===== config.mk =====
export PLATFORM = sky130hd
export DESIGN_NAME = calendar_date_arithmetic
export DESIGN_NICKNAME = d
export VERILOG_FILES = /design/src/rtl/cda_pkg.sv /design/src/rtl/cda_front.sv /design/src/rtl/cda_queue.sv /design/src/rtl/cda_back.sv /design/src/rtl/calendar_date_arithmetic.sv
export SDC_FILE = /design/constraint.sdc
export NUM_CORES = 1
export LEC_CHECK = 0
export CAP_MARGIN = 10
export CELL_PAD_IN_SITES_DETAIL_PLACEMENT = 0
export CELL_PAD_IN_SITES_GLOBAL_PLACEMENT = 2
export CORE_AREA = 3 3 237 239
export CTS_BUF_LIST = sky130_fd_sc_hd__clkbuf_8
export DETAILED_ROUTE_END_ITERATION = 10
export DIE_AREA = 0 0 240 242
export DONT_BUFFER_PORTS = 1
export PLACE_DENSITY_LB_ADDON = 0.3
export SLEW_MARGIN = 5
export SYNTH_ARGS = -nofsm -noshare
export SYNTH_HDL_FRONTEND = slang
export SYNTH_HIERARCHICAL = 1
export SYNTH_SLANG_ARGS = --single-unit

===== constraint.sdc =====
create_clock -name clk -period 12.42 [get_ports clk]
set_input_delay 3.726 -clock clk [delete_from_list [all_inputs] [get_ports clk]]
set_output_delay 3.726 -clock clk [all_outputs]
set_load 0.1 [all_outputs]

===== src/rtl/cda_pkg.sv =====
// shared types, constants and calendar tables for the calendar date arithmetic block
package cda_pkg;

	// default number of valid years, 0 .. YEAR_SPAN_DEF-1
	localparam int YEAR_SPAN_DEF = 100;
	// entries in the queue between front and back
	localparam int QUEUE_DEPTH_DEF = 2;

	localparam logic CMD_DIFF = 1'b0;
	localparam logic CMD_ADD  = 1'b1;

	localparam logic [10:0] DAYS_QUAD = 11'd1461;
	localparam logic [8:0]  DAYS_YEAR = 9'd365;
	localparam logic [8:0]  DAYS_LEAP = 9'd366;

	// floor(2^RECIP_SHIFT / 1461), quotient is exact or one low
	localparam int          RECIP_SHIFT = 28;
	localparam logic [17:0] RECIP_QUAD  = 18'd183734;

	typedef enum logic [1:0] {
		STATUS_OK       = 2'd0,
		STATUS_ORDER    = 2'd1,
		STATUS_OVERFLOW = 2'd2,
		STATUS_INVALID  = 2'd3
	} status_t;

	typedef enum logic [2:0] {
		BK_IDLE,
		BK_MUL,
		BK_FIX,
		BK_YEAR,
		BK_MONTH
	} back_state_t;

	typedef struct packed {
		logic        command;
		logic [4:0]  day_a;
		logic [3:0]  month_a;
		logic [6:0]  year_a;
		logic [4:0]  day_b;
		logic [3:0]  month_b;
		logic [6:0]  year_b;
		logic [15:0] add_days;
	} req_t;

	typedef struct packed {
		logic [4:0]  result_day;
		logic [3:0]  result_month;
		logic [6:0]  result_year;
		logic [15:0] day_count;
		status_t     status;
	} rsp_t;

	// classified item passed from front to back
	typedef struct packed {
		logic        decode;
		status_t     status;
		logic [15:0] day_count;
		logic [16:0] ordinal;
	} job_t;

	function automatic logic [4:0] month_days(input logic [3:0] m, input logic leap);
		logic [4:0] len;
		case (m)
			4'd1, 4'd3, 4'd5, 4'd7, 4'd8, 4'd10, 4'd12: len = 5'd31;
			4'd4, 4'd6, 4'd9, 4'd11:                    len = 5'd30;
			4'd2:                                       len = leap ? 5'd29 : 5'd28;
			default:                                    len = 5'd0;
		endcase
		return len;
	endfunction

	// days in the year before the first of month m
	function automatic logic [8:0] days_before(input logic [3:0] m, input logic leap);
		logic [8:0] base;
		case (m)
			4'd1:    base = 9'd0;
			4'd2:    base = 9'd31;
			4'd3:    base = 9'd59;
			4'd4:    base = 9'd90;
			4'd5:    base = 9'd120;
			4'd6:    base = 9'd151;
			4'd7:    base = 9'd181;
			4'd8:    base = 9'd212;
			4'd9:    base = 9'd243;
			4'd10:   base = 9'd273;
			4'd11:   base = 9'd304;
			4'd12:   base = 9'd334;
			default: base = 9'd0;
		endcase
		if (leap && (m > 4'd2) && (m <= 4'd12)) begin
			base = base + 9'd1;
		end
		return base;
	endfunction

endpackage


===== src/rtl/cda_front.sv =====
// front part: validates dates, computes day ordinals and classifies each item
module cda_front #(
	parameter int YEAR_SPAN = cda_pkg::YEAR_SPAN_DEF
) (
	input  logic            clk,
	input  logic            arst_n,
	input  logic            req_valid,
	output logic            req_stall,
	input  cda_pkg::req_t   req,
	output logic            job_valid,
	input  logic            job_full,
	output cda_pkg::job_t   job
);

	localparam int TOTAL_DAYS = 365 * YEAR_SPAN + (YEAR_SPAN + 3) / 4;

	function automatic logic date_ok(input logic [4:0] d, input logic [3:0] m,
			input logic [6:0] y);
		logic       leap;
		logic [4:0] dim;
		leap = (y[1:0] == 2'b00);
		dim  = cda_pkg::month_days(m, leap);
		return (32'(y) < 32'(YEAR_SPAN)) && (m >= 4'd1) && (m <= 4'd12) &&
			(d >= 5'd1) && (d <= dim);
	endfunction

	// day number from 1 january of year 0
	function automatic logic [15:0] ordinal(input logic [4:0] d, input logic [3:0] m,
			input logic [6:0] y);
		logic       leap;
		logic [7:0] y_up;
		leap = (y[1:0] == 2'b00);
		y_up = 8'(y) + 8'd3;
		return 16'(y) * 16'd365 + 16'(y_up >> 2) + 16'(cda_pkg::days_before(m, leap)) +
			16'(d) - 16'd1;
	endfunction

	logic          ok_a;
	logic          ok_b;
	logic [15:0]   ord_a;
	logic [15:0]   ord_b;
	logic [16:0]   ord_sum;
	cda_pkg::job_t job_d;
	cda_pkg::job_t job_s1;
	logic          valid_s1;

	always_comb begin
		ok_a    = date_ok(req.day_a, req.month_a, req.year_a);
		ok_b    = date_ok(req.day_b, req.month_b, req.year_b);
		ord_a   = ordinal(req.day_a, req.month_a, req.year_a);
		ord_b   = ordinal(req.day_b, req.month_b, req.year_b);
		ord_sum = 17'(ord_a) + 17'(req.add_days);

		job_d.decode    = 1'b0;
		job_d.status    = cda_pkg::STATUS_OK;
		job_d.day_count = 16'd0;
		job_d.ordinal   = ord_sum;
		if (req.command == cda_pkg::CMD_DIFF) begin
			if (!ok_a || !ok_b) begin
				job_d.status = cda_pkg::STATUS_INVALID;
			end else if (ord_a < ord_b) begin
				job_d.status = cda_pkg::STATUS_ORDER;
			end else begin
				job_d.day_count = ord_a - ord_b;
			end
		end else begin
			if (!ok_a) begin
				job_d.status = cda_pkg::STATUS_INVALID;
			end else if (32'(ord_sum) >= 32'(TOTAL_DAYS)) begin
				job_d.status = cda_pkg::STATUS_OVERFLOW;
			end else begin
				job_d.decode = 1'b1;
			end
		end
	end

	assign req_stall = valid_s1 && job_full;
	assign job_valid = valid_s1;
	assign job       = job_s1;

	always_ff @(posedge clk or negedge arst_n) begin
		if (!arst_n) begin
			valid_s1 <= 1'b0;
		end else if (!req_stall) begin
			valid_s1 <= req_valid;
		end
	end

	always_ff @(posedge clk) begin
		if (!req_stall) begin
			job_s1 <= job_d;
		end
	end

endmodule


===== src/rtl/cda_queue.sv =====
// short register queue between front and back
module cda_queue #(
	parameter int DEPTH = cda_pkg::QUEUE_DEPTH_DEF
) (
	input  logic          clk,
	input  logic          arst_n,
	input  logic          push,
	input  cda_pkg::job_t push_job,
	output logic          full,
	input  logic          pop,
	output logic          empty,
	output cda_pkg::job_t pop_job
);

	localparam int PW = (DEPTH > 1) ? $clog2(DEPTH) : 1;
	localparam int CW = $clog2(DEPTH + 1);

	cda_pkg::job_t entry_q [DEPTH];
	logic [PW-1:0] wr_ptr_q;
	logic [PW-1:0] rd_ptr_q;
	logic [CW-1:0] count_q;
	logic          do_push;
	logic          do_pop;

	assign full    = (count_q == CW'(DEPTH));
	assign empty   = (count_q == CW'(0));
	assign do_push = push && !full;
	assign do_pop  = pop && !empty;
	assign pop_job = entry_q[rd_ptr_q];

	always_ff @(posedge clk or negedge arst_n) begin
		if (!arst_n) begin
			wr_ptr_q <= '0;
			rd_ptr_q <= '0;
			count_q  <= '0;
		end else begin
			if (do_push) begin
				wr_ptr_q <= (wr_ptr_q == PW'(DEPTH - 1)) ? '0 : wr_ptr_q + PW'(1);
			end
			if (do_pop) begin
				rd_ptr_q <= (rd_ptr_q == PW'(DEPTH - 1)) ? '0 : rd_ptr_q + PW'(1);
			end
			if (do_push && !do_pop) begin
				count_q <= count_q + CW'(1);
			end else if (do_pop && !do_push) begin
				count_q <= count_q - CW'(1);
			end
		end
	end

	always_ff @(posedge clk) begin
		if (do_push) begin
			entry_q[wr_ptr_q] <= push_job;
		end
	end

endmodule


===== src/rtl/cda_back.sv =====
// back part: turns a day ordinal into a date and drives the result register
module cda_back (
	input  logic          clk,
	input  logic          arst_n,
	input  logic          job_empty,
	input  cda_pkg::job_t job,
	output logic          job_pop,
	output logic          rsp_valid,
	input  logic          rsp_stall,
	output cda_pkg::rsp_t rsp
);

	cda_pkg::back_state_t state_q;
	cda_pkg::back_state_t state_d;

	logic [16:0]   ord_q;
	logic [34:0]   prod_q;
	logic [6:0]    quad_q;
	logic [10:0]   rem_q;
	logic [6:0]    year_q;
	logic [8:0]    doy_q;
	logic          leap_q;
	logic          rsp_valid_q;
	cda_pkg::rsp_t rsp_q;

	logic          out_free;
	logic          ld_ord;
	logic          ld_direct;
	logic          ld_date;

	logic [6:0]    quad0;
	logic [16:0]   rem_wide;
	logic [11:0]   rem0;
	logic [6:0]    quad_fix;
	logic [10:0]   rem_fix;
	logic [10:0]   rem_late;
	logic [1:0]    year_in_run;
	logic [8:0]    year_full;
	logic [8:0]    doy_next;
	logic [3:0]    month;
	logic [8:0]    day_off;

	assign out_free = !rsp_valid_q || !rsp_stall;

	// next state
	always_comb begin
		state_d = state_q;
		case (state_q)
			cda_pkg::BK_IDLE: begin
				if (!job_empty && job.decode) begin
					state_d = cda_pkg::BK_MUL;
				end
			end
			cda_pkg::BK_MUL:   state_d = cda_pkg::BK_FIX;
			cda_pkg::BK_FIX:   state_d = cda_pkg::BK_YEAR;
			cda_pkg::BK_YEAR:  state_d = cda_pkg::BK_MONTH;
			cda_pkg::BK_MONTH: begin
				if (out_free) begin
					state_d = cda_pkg::BK_IDLE;
				end
			end
			default: state_d = cda_pkg::BK_IDLE;
		endcase
	end

	// outputs of the sequencer
	always_comb begin
		ld_ord    = 1'b0;
		ld_direct = 1'b0;
		ld_date   = 1'b0;
		case (state_q)
			cda_pkg::BK_IDLE: begin
				ld_ord    = !job_empty && job.decode;
				ld_direct = !job_empty && !job.decode && out_free;
			end
			cda_pkg::BK_MONTH: ld_date = out_free;
			default: begin
				ld_ord    = 1'b0;
				ld_direct = 1'b0;
				ld_date   = 1'b0;
			end
		endcase
	end

	assign job_pop = ld_ord || ld_direct;

	// quotient by 1461 may be one low, one correction step
	always_comb begin
		quad0    = prod_q[cda_pkg::RECIP_SHIFT +: 7];
		rem_wide = ord_q - 17'(quad0) * 17'(cda_pkg::DAYS_QUAD);
		rem0     = rem_wide[11:0];
		if (rem0 >= 12'(cda_pkg::DAYS_QUAD)) begin
			quad_fix = quad0 + 7'd1;
			rem_fix  = 11'(rem0 - 12'(cda_pkg::DAYS_QUAD));
		end else begin
			quad_fix = quad0;
			rem_fix  = rem0[10:0];
		end
	end

	// year inside the four-year run
	always_comb begin
		rem_late    = rem_q - 11'(cda_pkg::DAYS_LEAP);
		year_in_run = 2'd0;
		doy_next    = rem_q[8:0];
		if (rem_q < 11'(cda_pkg::DAYS_LEAP)) begin
			year_full = {quad_q, 2'b00};
		end else begin
			if (rem_late < 11'd365) begin
				year_in_run = 2'd1;
				doy_next    = rem_late[8:0];
			end else if (rem_late < 11'd730) begin
				year_in_run = 2'd2;
				doy_next    = 9'(rem_late - 11'd365);
			end else begin
				year_in_run = 2'd3;
				doy_next    = 9'(rem_late - 11'd730);
			end
			year_full = {quad_q, 2'b00} + 9'(year_in_run);
		end
	end

	// month by compare against each month start
	always_comb begin
		month = 4'd1;
		for (int k = 2; k <= 12; k++) begin
			if (doy_q >= cda_pkg::days_before(4'(k), leap_q)) begin
				month = month + 4'd1;
			end
		end
		day_off = doy_q - cda_pkg::days_before(month, leap_q);
	end

	always_ff @(posedge clk or negedge arst_n) begin
		if (!arst_n) begin
			state_q     <= cda_pkg::BK_IDLE;
			rsp_valid_q <= 1'b0;
		end else begin
			state_q <= state_d;
			if (ld_direct || ld_date) begin
				rsp_valid_q <= 1'b1;
			end else if (!rsp_stall) begin
				rsp_valid_q <= 1'b0;
			end
		end
	end

	always_ff @(posedge clk) begin
		if (ld_ord) begin
			ord_q <= job.ordinal;
		end
		if (state_q == cda_pkg::BK_MUL) begin
			prod_q <= 35'(ord_q) * 35'(cda_pkg::RECIP_QUAD);
		end
		if (state_q == cda_pkg::BK_FIX) begin
			quad_q <= quad_fix;
			rem_q  <= rem_fix;
		end
		if (state_q == cda_pkg::BK_YEAR) begin
			year_q <= year_full[6:0];
			doy_q  <= doy_next;
			leap_q <= (rem_q < 11'(cda_pkg::DAYS_LEAP));
		end
		if (ld_direct) begin
			rsp_q.result_day   <= 5'd1;
			rsp_q.result_month <= 4'd1;
			rsp_q.result_year  <= 7'd0;
			rsp_q.day_count    <= job.day_count;
			rsp_q.status       <= job.status;
		end else if (ld_date) begin
			rsp_q.result_day   <= 5'(day_off) + 5'd1;
			rsp_q.result_month <= month;
			rsp_q.result_year  <= year_q;
			rsp_q.day_count    <= 16'd0;
			rsp_q.status       <= cda_pkg::STATUS_OK;
		end
	end

	assign rsp_valid = rsp_valid_q;
	assign rsp       = rsp_q;

`ifndef SYNTHESIS
	a_mul_to_fix: assert property (@(posedge clk) disable iff (!arst_n)
		state_q == cda_pkg::BK_MUL |=> state_q == cda_pkg::BK_FIX)
		else $error("multiply step not followed by correction step");

	a_rem_range: assert property (@(posedge clk) disable iff (!arst_n)
		state_q == cda_pkg::BK_FIX |=> rem_q < 11'(cda_pkg::DAYS_QUAD))
		else $error("remainder by 1461 out of range after correction");

	a_doy_range: assert property (@(posedge clk) disable iff (!arst_n)
		state_q == cda_pkg::BK_MONTH |-> doy_q < 9'(cda_pkg::DAYS_LEAP))
		else $error("day of year out of range");

	a_pop_idle: assert property (@(posedge clk) disable iff (!arst_n)
		job_pop |-> state_q == cda_pkg::BK_IDLE && !job_empty)
		else $error("queue popped while busy or empty");
`endif

endmodule


===== src/rtl/calendar_date_arithmetic.sv =====
// top level of the calendar date arithmetic block
//
// usage: each item on the req channel carries a command and two dd/mm/yy dates
// plus a day count; the rsp channel returns exactly one item per request, in order
// command 0 gives the day count from the second date to the first, command 1 adds
// add_days to the first date and returns the new date; status flags invalid dates,
// a first date earlier than the second and a result past the last year
// both channels accept an item at a clock edge with valid high and stall low
// path: difference and error items pass the front stage register, the queue and the
// result register; add items pass the back sequencer states as well
// throughput: difference and error items go through one per cycle unless the
// receiver stalls; add items go through the back sequencer steps (reciprocal
// multiply by 1/1461, remainder correction, year split, month search) one at a time
// a front stage validates and computes day ordinals, a short queue decouples it
// from the back sequencer, so the front keeps accepting while the back is busy
// when the receiver stalls the result register holds its item, the back waits, the
// queue fills and then req_stall rises
// reset (arst_n low) empties the front stage, the queue and the result register
module calendar_date_arithmetic #(
	parameter int YEAR_SPAN   = cda_pkg::YEAR_SPAN_DEF,
	parameter int QUEUE_DEPTH = cda_pkg::QUEUE_DEPTH_DEF
) (
	input  logic          clk,
	input  logic          arst_n,
	input  logic          req_valid,
	output logic          req_stall,
	input  cda_pkg::req_t req,
	output logic          rsp_valid,
	input  logic          rsp_stall,
	output cda_pkg::rsp_t rsp
);

	// classified item leaving the front stage
	logic          front_valid;
	cda_pkg::job_t front_job;

	// queue status and head item
	logic          queue_full;
	logic          queue_empty;
	logic          queue_pop;
	cda_pkg::job_t queue_job;

	cda_front #(
		.YEAR_SPAN (YEAR_SPAN)
	) u_front (
		.clk       (clk),
		.arst_n    (arst_n),
		.req_valid (req_valid),
		.req_stall (req_stall),
		.req       (req),
		.job_valid (front_valid),
		.job_full  (queue_full),
		.job       (front_job)
	);

	cda_queue #(
		.DEPTH (QUEUE_DEPTH)
	) u_queue (
		.clk      (clk),
		.arst_n   (arst_n),
		.push     (front_valid),
		.push_job (front_job),
		.full     (queue_full),
		.pop      (queue_pop),
		.empty    (queue_empty),
		.pop_job  (queue_job)
	);

	cda_back u_back (
		.clk       (clk),
		.arst_n    (arst_n),
		.job_empty (queue_empty),
		.job       (queue_job),
		.job_pop   (queue_pop),
		.rsp_valid (rsp_valid),
		.rsp_stall (rsp_stall),
		.rsp       (rsp)
	);

endmodule


==> Word-level counts from Yosys, hierarchy flattened <==
Memory sizes are Yosys's and may differ from the RTL's.
Cells that the tools add are included.
{ "word_totals": {"mem_bits_rw": 72, "ff_bits": 163, "romBits": 432, "mem_count": 4} }
{ "mem_list": {"columns": ["name", "depth", "width", "read_ports", "rd_clocked_by_memory_dff", "wr", "line", "source"], "rows": [
  ["(name not given)", 16, 9, 1, 0, 0, "cda_pkg.sv:76", "case (m)"],
  ["(name not given)", 16, 9, 1, 0, 0, "cda_pkg.sv:76", null],
  ["(name not given)", 16, 9, 1, 0, 0, "cda_pkg.sv:76", null],
  ["u_queue.entry_q", 2, 36, 1, 0, 1, "cda_queue.sv:18", "cda_pkg::job_t entry_q [DEPTH];"]
]} }
{ "classes": {"eq_ne": 32, "n_reduce_logical": 48, "n_mux": 59, "mul": 4, "n_addsub": 38, "magnitude_cmp": 31} }
{ "ops": {"columns": ["operator", "count"], "rows": [
  ["$mux 9", 5],
  ["$mux 4", 11],
  ["$eq 4x4->1 const B", 10],
  ["$add 4x1->4 const B", 9],
  ["$ge 9x8->1", 4],
  ["$mux 18", 2],
  ["$mul 17x17->34 const B", 1],
  ["$add 16x5->16", 2],
  ["$add 16x6->16", 2],
  ["$add 16x9->16", 2],
  ["$eq 4x3->1 const B", 8],
  ["$mul 7x9->16 const B", 2],
  ["$sub 16x1->16 const B", 2],
  ["$pmux 5 s3", 2],
  ["$ge 9x9->1", 3],
  ["$logic_and 1x1->1", 22],
  ["$lt 11x9->1 const B", 2],
  ["$mux 2", 11],
  ["$mux 1", 19],
  ["$add 9x1->9 const B", 2],
  ["$ge 9x7->1", 2],
  ["$add 16x16->17", 1],
  ["$ge 17x16->1 const B", 1],
  ["$add 7x2->8 const B", 2],
  ["other kinds (46)", 85]
]} }

==> Logic depth before layout (Yosys ltp) <==
{ "logic_depth": {"ltp_word": 28, "depth_mapped": 45} }

==> Cells and area by module <==
The synthesis kept the hierarchy.
{ "by_module_without_submodules": {"columns": ["module", "area_per_inst_um2", "cells_per_inst", "seq_area_each_um2", "n_inst"], "rows": [
  ["cda_back", 12579.6, 1214, 2672.6, 1],
  ["cda_front", 8798.4, 952, 1106.1, 1],
  ["cda_queue", 2944.1, 131, 2262.2, 1]
]} }

==> Least setup slack after synthesis <==
Ideal clock, no wire load.
{ "synth_timing": {"path_type": "input port to flip-flop", "startpoint": "input req[41] (netlist bit)", "endpoint": "register u_front.job_s1, in the netlist u_front/job[34], data pin", "stages": 31, "setup_slack_ns": 1.212, "t_arrival_ns": 10.950, "t_required_ns": 12.162, "cell_sequence": "buf_2 -> clkbuf_1 -> inv_1 -> ha_1 -> nor2b_1 -> a31oi_1 -> nor3_1 -> nand2_1 -> xor2_1 -> fa_1 -> inv_1 -> fa_1 -> inv_1 -> fa_1 -> fa_1 -> inv_1 -> fa_1 -> inv_1 -> ha_1 -> or3_1 -> o211a_1 -> a21oi_1 -> xnor2_1 -> ha_1 -> and4_1 -> a21o_1 -> nor2_1 -> a21boi_0 -> a2111oi_0 -> o22ai_1 -> o221a_2"} }
{ "synth_rtl": {"columns": ["element", "line", "source"], "rows": [
  ["start: declaration", "calendar_date_arithmetic.sv:27", "input cda_pkg::req_t req,"],
  ["end signal: assignment", "cda_front.sv:91", "job_s1 <= job_d;"],
  ["end: declaration", "cda_front.sv:44", "cda_pkg::job_t job_s1;"]
]} }

==> flow_metrics.tcl <==
set metrics [dict create \
    clockRootBuffer "clkbuf_8" \
    critPathBufInv 5 \
    final_nets 2967 \
    drt_pass1_iterations 5 \
    dp_hpwl_mm 43.1 \
    grt_start_max_net_pins 39 \
    post_cts_buffers 0 \
    cts_buffer_depth 3 \
    grt_pass1_wl_mm 85.7 \
    hold_buffers 0 \
    hold_violations 0 \
    core_area_mm2 0.0540 \
    final_cells 3036 \
    ctsResizeCount 0 \
    routed.top_layer "met5" \
    status "finished, final reports clean" \
    antenna_found_initial 4 \
    async_flop_share_pct 4.33 \
    synth-main-ff-cell "edfxtp_1" \
    portBuffers 0 \
    ys_seq_area_share_pct 24.8 \
    routed_wirelength_mm 51.4 \
    route.met3.wl_mm 1.96 \
    fin_skew_ns 0.0176 \
    vias 16100 \
    grt_overflow 0 \
    h-tree-depth 2 \
    syn_inst 2297 \
    grt.total_usage_pct 18.1 \
    fp.dieH_um 242 \
    synth_seq_cells 208 \
    layout_commonest_cell "inv_1" \
    antenna_left 0 \
    fp.dieArea_mm2 0.0581 \
    drtIter0Drc 781 \
    timing.final.crit_period_ns 11.51 \
    dp.cells 2968 \
    fp-row-count 85 \
    slowest_delay_ns 0.67 \
    drive_above_1_share_pct 7.44 \
    slew_headroom_pct 29.4 \
    ys.warnings.count 6 \
    die_w_um 240 \
    cts_sinks 208 \
    clock.fmax_ghz 0.0868 \
    end_kind "flop" \
    synth_area_mm2 0.0243 \
    multi_input_area_mm2 0.0165 \
    ios 89 \
    critPathMaxFanout 10 \
    gp_congestion 0.856 \
    cpLargestDelayFamily "adder cells" \
    wl_met2_mm 25.5 \
    finalMaxSlewViolations 0 \
    final_cell_mix "434 x inv_1, 377 x ha_1, 226 x fa_1" \
    met1_length_mm 22.9 \
    path_clk_slew_ns 0.07 \
    max_cap_violations 0 \
    required_ns 12.71 \
    fillers 5051 \
    fin_crit_sh_pct 92.7 \
    rsz0062_at_grt "false" \
    path_class "in2reg" \
    cts_tree "built" \
    yosys.cell_types.count 105 \
    layout-area-overhead-vs-synth_pct 6.08 \
    drc_errors 0 \
    syn_area_per_cell_um2 10.6 \
    initial_utilization_pct 45.0 \
    cts_buffers 37 \
    startpoint_type "input port" \
    cp_slowest_cell "a2111oi_0" \
    worstPathArrival_ns 11.81 \
    clock_latency_ns 0.53 \
    grt_pass1_vias 16900 \
    seq_area_mm2 0.00604 \
    tightest_slew_ns 1.06 \
    finalSetupViolCount 0 \
    worstHoldPathType "reg2reg" \
    synth_nets 2953 \
    via_per_inst 5.32 \
    synth-edff-count 183 \
    wl_per_cell_um 16.9 \
    final.setup.tns_ns 0 \
]
## flip-flops by register name (all words and copies together), names as in the netlist, 2 cells and up
name,flops
u_back/ord_q,17
u_back/rem_q,11
u_back/quad_q,5
u_back/doy_q,9
u_back/year_q,7
u_back/rsp,34
u_back/state_q,3
u_queue/count_q,2
u_front/job,36
u_back/prod_q,7
u_queue/entry_q,72
## cells in the mapped netlist, types with 16 or more instances
master / instances / area share (%)
o21a_1: 22 / 0.68
dfxtp_1: 16 / 1.3
nor2b_1: 23 / 0.59
inv_1: 426 / 6.6
and3_1: 20 / 0.51
a21oi_1: 82 / 1.7
fa_1: 226 / 19
and2_1: 36 / 0.93
ha_1: 377 / 19
xnor2_1: 89 / 3.2
a211oi_1: 21 / 0.65
nor2_1: 82 / 1.3
nand2_1: 89 / 1.4
o21ai_0: 68 / 1.4
nand3_1: 36 / 0.74
mux2_4: 31 / 1.9
edfxtp_1: 183 / 23
or2_2: 21 / 0.54
xor2_1: 49 / 1.8
clkbuf_1: 19 / 0.29
nor3_1: 44 / 0.91
a21o_1: 18 / 0.56
## routing by layer
layer  GRT usage [%]  vias up
met4            4.03        6
met5               0        -
met1            23.4     7921
met2            31.8      210
li1                -     7939
met3            2.99       67
## stage by stage
step           setup WS [ns]  instance area, um^2  hold slack (ns)  utilization [%]
6_report               0.905                25800            0.426             47.8
3_3_place_gp           0.533                25100            0.424             46.4
4_1_cts                0.981                25800            0.427             47.7
2_1_floorplan           1.21                24300            0.400                -
5_1_grt                0.491                25800            0.450             47.7
3_5_place_dp           0.419                25100            0.413             46.4
## path summary, 6_finish.rpt
kind	to	cells past startpoint	start	slack (ns)
setup / recovery	u_front/job[34]	30	req[40]	0.91
hold / removal	u_back/year_q[5]	0	u_back/quad_q[3]	0.43
setup reg to reg	u_back/rsp[33]	42	u_back/leap_q	2.08
hold reg to reg	u_back/year_q[5]	0	u_back/quad_q[3]	0.43
max in group asynchronous	u_queue/rd_ptr_q	0	arst_n	9.45
min in group asynchronous	u_queue/rd_ptr_q	0	arst_n	2.89
## final cells by class
class                           instances  share of cell area (%)
Clock inverter                         29                   0.810
Sequential cell                       208                    23.4
Timing Repair Buffer                   10                   0.291
Inverter                              427                    6.22
Clock buffer                           38                    2.03
Antenna cell                            1                 0.00970
Multi-Input combinational cell       1627                    63.8
Tap cell                              696                    3.38
## cell families after synthesis
kind of cell / Yosys count / synth area share (%)
fa+ha+maj: 603 / 38.0
buf+inv: 462 / 7.50
simple gates: 436 / 9.37
xor+xnor: 150 / 6.01
mux: 61 / 3.38
flops: 208 / 24.8
compound gates: 377 / 10.9
Power is not shown: default switching activity piles up to over one toggle a cycle in this logic, so the estimate is an artifact.
